$ cat src/design/bts_modunit.sv
// ----------------------------------------------------------------------------
// bts_modunit
// Iterative remainder unit, four quotient bits per cycle over a 32-bit value.
// ----------------------------------------------------------------------------
module bts_modunit #(
	parameter int MOD_W = 12
) (
	input  logic             clk,
	input  logic             arst_n,
	input  logic             start,
	input  logic [31:0]      value,
	input  logic [MOD_W-1:0] modulus,
	output logic             done,
	output logic [MOD_W-1:0] rem
);
	logic [31:0]      dvd_q;
	logic [MOD_W-1:0] rem_q;
	logic [MOD_W-1:0] mod_q;
	logic [2:0]       cnt_q;
	logic             busy_q;
	logic             done_q;
	logic [MOD_W-1:0] rem_nxt;

	always_comb begin
		logic [MOD_W:0] t;
		rem_nxt = rem_q;
		for (int i = 0; i < 4; i++) begin
			t = {rem_nxt, dvd_q[31-i]};
			if (t >= {1'b0, mod_q}) begin
				t = t - {1'b0, mod_q};
			end
			rem_nxt = t[MOD_W-1:0];
		end
	end

	always_ff @(posedge clk or negedge arst_n) begin
		if (!arst_n) begin
			busy_q <= 1'b0;
			done_q <= 1'b0;
			cnt_q  <= '0;
		end else begin
			done_q <= 1'b0;
			if (start) begin
				busy_q <= 1'b1;
				cnt_q  <= '0;
			end else if (busy_q) begin
				cnt_q <= cnt_q + 3'd1;
				if (cnt_q == 3'd7) begin
					busy_q <= 1'b0;
					done_q <= 1'b1;
				end
			end
		end
	end

	always_ff @(posedge clk) begin
		if (start) begin
			dvd_q <= value;
			rem_q <= '0;
			mod_q <= modulus;
		end else if (busy_q) begin
			dvd_q <= {dvd_q[27:0], 4'b0};
			rem_q <= rem_nxt;
		end
	end

	assign done = done_q;
	assign rem  = rem_q;
endmodule

$ cat config.mk
export PLATFORM = sky130hd
export DESIGN_NAME = bts_modunit
export DESIGN_NICKNAME = d
export VERILOG_FILES = /design/src/design/bts_modunit.sv
export SDC_FILE = /design/constraint.sdc
export NUM_CORES = 1
export LEC_CHECK = 0
export BUFFER_PORTS_ARGS = -buffer_cell sky130_fd_sc_hd__buf_2
export CORE_MARGIN = 5
export CORE_UTILIZATION = 45
export DETAILED_ROUTE_END_ITERATION = 12
export PLACE_DENSITY = 0.7
export SLEW_MARGIN = 5
export SYNTH_ARGS = -nofsm -noshare
export SYNTH_HDL_FRONTEND = slang
export SYNTH_SLANG_ARGS = --single-unit
$ cat constraint.sdc
create_clock -name clk -period 9.5 [get_ports clk]
set_clock_uncertainty 0.2 [all_clocks]
set_input_delay 1.425 -clock clk [delete_from_list [all_inputs] [get_ports clk]]
set_output_delay 1.425 -clock clk [all_outputs]
set_load 0.01 [all_outputs]
==> summary.md <==
| Metric | Value |
|---|---|
| WL/cell | 17.69 microns |
| Antenna diodes | 0 |
| Least-Margin Pin Slew | 0.9100 ns |
| Final Util | 0.5278 |
| CP Capture Type | flop |
| Die area | 0.01376 sq mm |
| Synth cell count leaders | ha_1 (50), nor2_1 (46), edfxtp_1 (44) |
| Hold buffers post-CTS | 0 |
| Drt total wl | 13130 microns |
| Final Cycle Share | 0.9548 |
| Synth Area in Adders | 0.1362 |
| Synthesized area | 0.005180 sq mm |
| Design area | 0.006001 sq mm |
| CTS tree | yes |
| Root buffer cell | clkbuf_16 |
| Initial antenna violation count | 0 |
| Worst R2R Start | mod_q[4] |
| Die Span Y | 117.3 microns |
| Detailed Place HPWL | 10140 microns |
| Yosys top cell by area | edfxtp_1 |
| Starting Density | 0.4556 |
| Post-synthesis simple-gate area fraction | 0.1365 |
| Register area | 0.001687 sq mm |
| Syn-to-layout area delta | 15.85% |
| EDFF count, synth | 44 |
| DRT Pass-1 Iters | 4 |
| Placement Rows | 39 |
| Complex-gate fraction of the synthesized area | 0.1780 |
| Die width | 117.3 microns |
| Routed vias/inst | 5.764 |
| Share of cells above drive strength 1 | 0.2504 |
| Antenna viol nets, final | 0 |
| Total grt overflow | 0 |
| Async set-reset flop share out of synthesis | 0.08197 |
| Worst Path Required | 9.54 ns |
| Worst slack at placement | 0.1849 ns |
| Critical path arrival | 9.11 ns |
| R2R Path End | rem[4] |
| First-pass GRT wire length | 20920 microns |
| Largest net degree at the start of global routing | 65 |
| Post-Syn Instances | 528 |
| Worst reg-to-reg setup slack | 0.43 ns |
| Setup ws final | 0.4296 ns |
| Final net count | 695 |
| CTS clk-pin slew, worst paths | 0.05 ns |
| Post-route setup TNS | 0 ns |
| Port bufs | 59 |
| Main combinational cell family by area after synthesis | compound AO/OA/AOI/OAI gates |
| GPL Wtd Cong | 0.9337 |
| Vias in the first global route | 4273 |
| Via Count | 4277 |
| CTS Buffer Depth | 2 |
| Number of remaining DRC errors | 0 |
| DRT iter0 DRCs | 339 |
| Depth of the most critical reg-to-reg path | 39 |
| Startpoint Class | flop |
| CTS Sinks | 61 |
| Max-cap violations | 0 |
| Ranking of synthesized cells by area | edfxtp_1 (26%), ha_1 (12%), mux2_2 (8.3%), dfxtp_1 (4.6%), xnor2_1 (3.6%) |
| Slew headroom | 0.3933 |
| Seq/Total Area, Yosys | 0.3256 |
| Critical Path Stages | 39 |
| Net Count, Synth | 629 |
| Core Box Area | 0.01137 sq mm |
| CP delay by family, top | compound AO/OA/AOI/OAI gates |
| Crit path capture | rem[4] |
| Library cells used by synthesis | 69 |
| Synthesis Warnings | 0 |
| Min Clock Period, post-route | 9.070 ns |
| Xor/xnor share of the synthesized area | 0.04903 |
| Multi-input logic area | 0.003322 sq mm |
| Fmax | 0.1102 GHz |
| Worst path slowest cell | a211oi_4 |
| CP Max Fanout | 13 |
| Mapped Avg Cell Area | 9.811 sq um |
| Io pins | 60 |
| Fin. Hold Viols | 0 |
| RSZ-0062 raised after global routing | false |
| Final setup fails | 0 |
| Cell Area, Placed | 0.005613 sq mm |
| Yosys reg bits | 61 |
| WP buf/inv | 6 |
| H-tree depth | 3 |
| Number of filler cells placed in the layout | 994 |
| Setup crit start | mod_q[4] |
| Hold Path Class | flop to flop |
| Yosys top cell area share | 0.2551 |
| GRT Overall Usage | 0.1996 |
| Slowest stage delay, CP | 0.38 ns |
| Num CTS Buffers | 9 |
| Critical path class | flop to flop |
| Main synth FF type | edfxtp_1 |
| Outcome | finished, final reports clean |
| Clk Latency, worst-skew pair | 0.33 ns |
| Final slew viol count | 0 |
| Mux contribution to synthesized area | 0.1348 |
| Top-count cell post-synth | ha_1 |
logic make-up after synthesis:
| family | Yosys count |
|---|---|
| simple gates | 143 |
| buf+inv | 49 |
| fa+ha+maj | 54 |
| mux | 61 |
| compound gates | 131 |
| xor+xnor | 29 |
| flops | 61 |
flip-flops by register name, indices dropped and copies added, names as in the netlist:
name    flops
dvd_q      32
rem        12
mod_q      12
cnt_q       3
done        1
busy_q      1
cell usage in the layout (no fill, tap or decap), types with 3 or more instances in the layout:
cell	n
a21o_1	10
fa_1	4
mux2_4	8
a21oi_2	3
o31a_1	5
a211oi_1	10
buf_2	59
ha_1	50
nor2_1	46
buf_4	10
o21bai_1	4
and2_1	5
a21oi_1	27
nand3_1	9
nand4b_1	3
mux2i_1	15
a31oi_1	4
o21a_1	12
edfxtp_1	44
nand2b_1	6
or2_2	5
clkbuf_16	9
o21ai_1	4
mux2_2	38
dfrtp_1	5
inv_1	34
nand2_1	25
or3_1	3
xor2_1	8
nor2b_1	10
nor4_1	3
nor3_1	11
o21ai_0	21
dfxtp_1	12
nand4_1	8
xnor2_1	21
repair_timing:
action | in CTS | in global routing
resized for setup | 0 | 7
endpoints found under the setup margin | 0 | 12
endpoints found under the hold margin | 0 | 0
buffers inserted | 0 | 5
area by class of cell:
| type | count | share of cell area |
|---|---|---|
| clock buffer | 9 | 0.03753 |
| tap | 143 | 0.02982 |
| sequential | 61 | 0.2811 |
| multi-input combinational | 419 | 0.5536 |
| inverter | 34 | 0.02127 |
| timing repair buffer | 69 | 0.06172 |
| clock inverter | 7 | 0.01501 |
metal layers:
| layer | share of wire | track usage | vias to the layer above |
|---|---|---|---|
| met4 | 0.016 | 0.05657 | 0 |
| met3 | 0.065 | 0.04679 | 20 |
| met5 | 0 | 0 | - |
| li1 | - | - | 2091 |
| met2 | 0.48 | 0.3375 | 111 |
| met1 | 0.44 | 0.2550 | 2055 |
worst register-to-register path: cells and delay by family (launching register included):
family	cells	cell delay [ns]
adders and majority gates	4	1.34
muxes	2	0.50
and+or+nand+nor	11	1.79
DFF	1	0.35
AOI/OAI and AO/OA	16	3.69
buffers and inverters	6	1.09
metrics by stage:
step                hold slack [ns]  cells
floorplan                    0.2905    528
global placement             0.2954    720
detailed placement           0.2982    720
CTS                          0.3067    736
global route                 0.3601    742
finish                       0.3030    742
worst min-delay path by stage:
stage | start | to | slack, ns | depth (start not counted)
CTS | rem[11] | rem[11] | 0.31 | 2
floorplan | cnt_q[1] | cnt_q[1] | 0.29 | 2
global placement | rem[11] | rem[11] | 0.30 | 2
finish | rem[11] | rem[11] | 0.30 | 2
detailed placement | rem[11] | rem[11] | 0.30 | 2
global route | dvd_q[15] | dvd_q[19] | 0.36 | 1
Power is not shown: default switching activity piles up to over one toggle a cycle in this logic, so the estimate is an artifact.
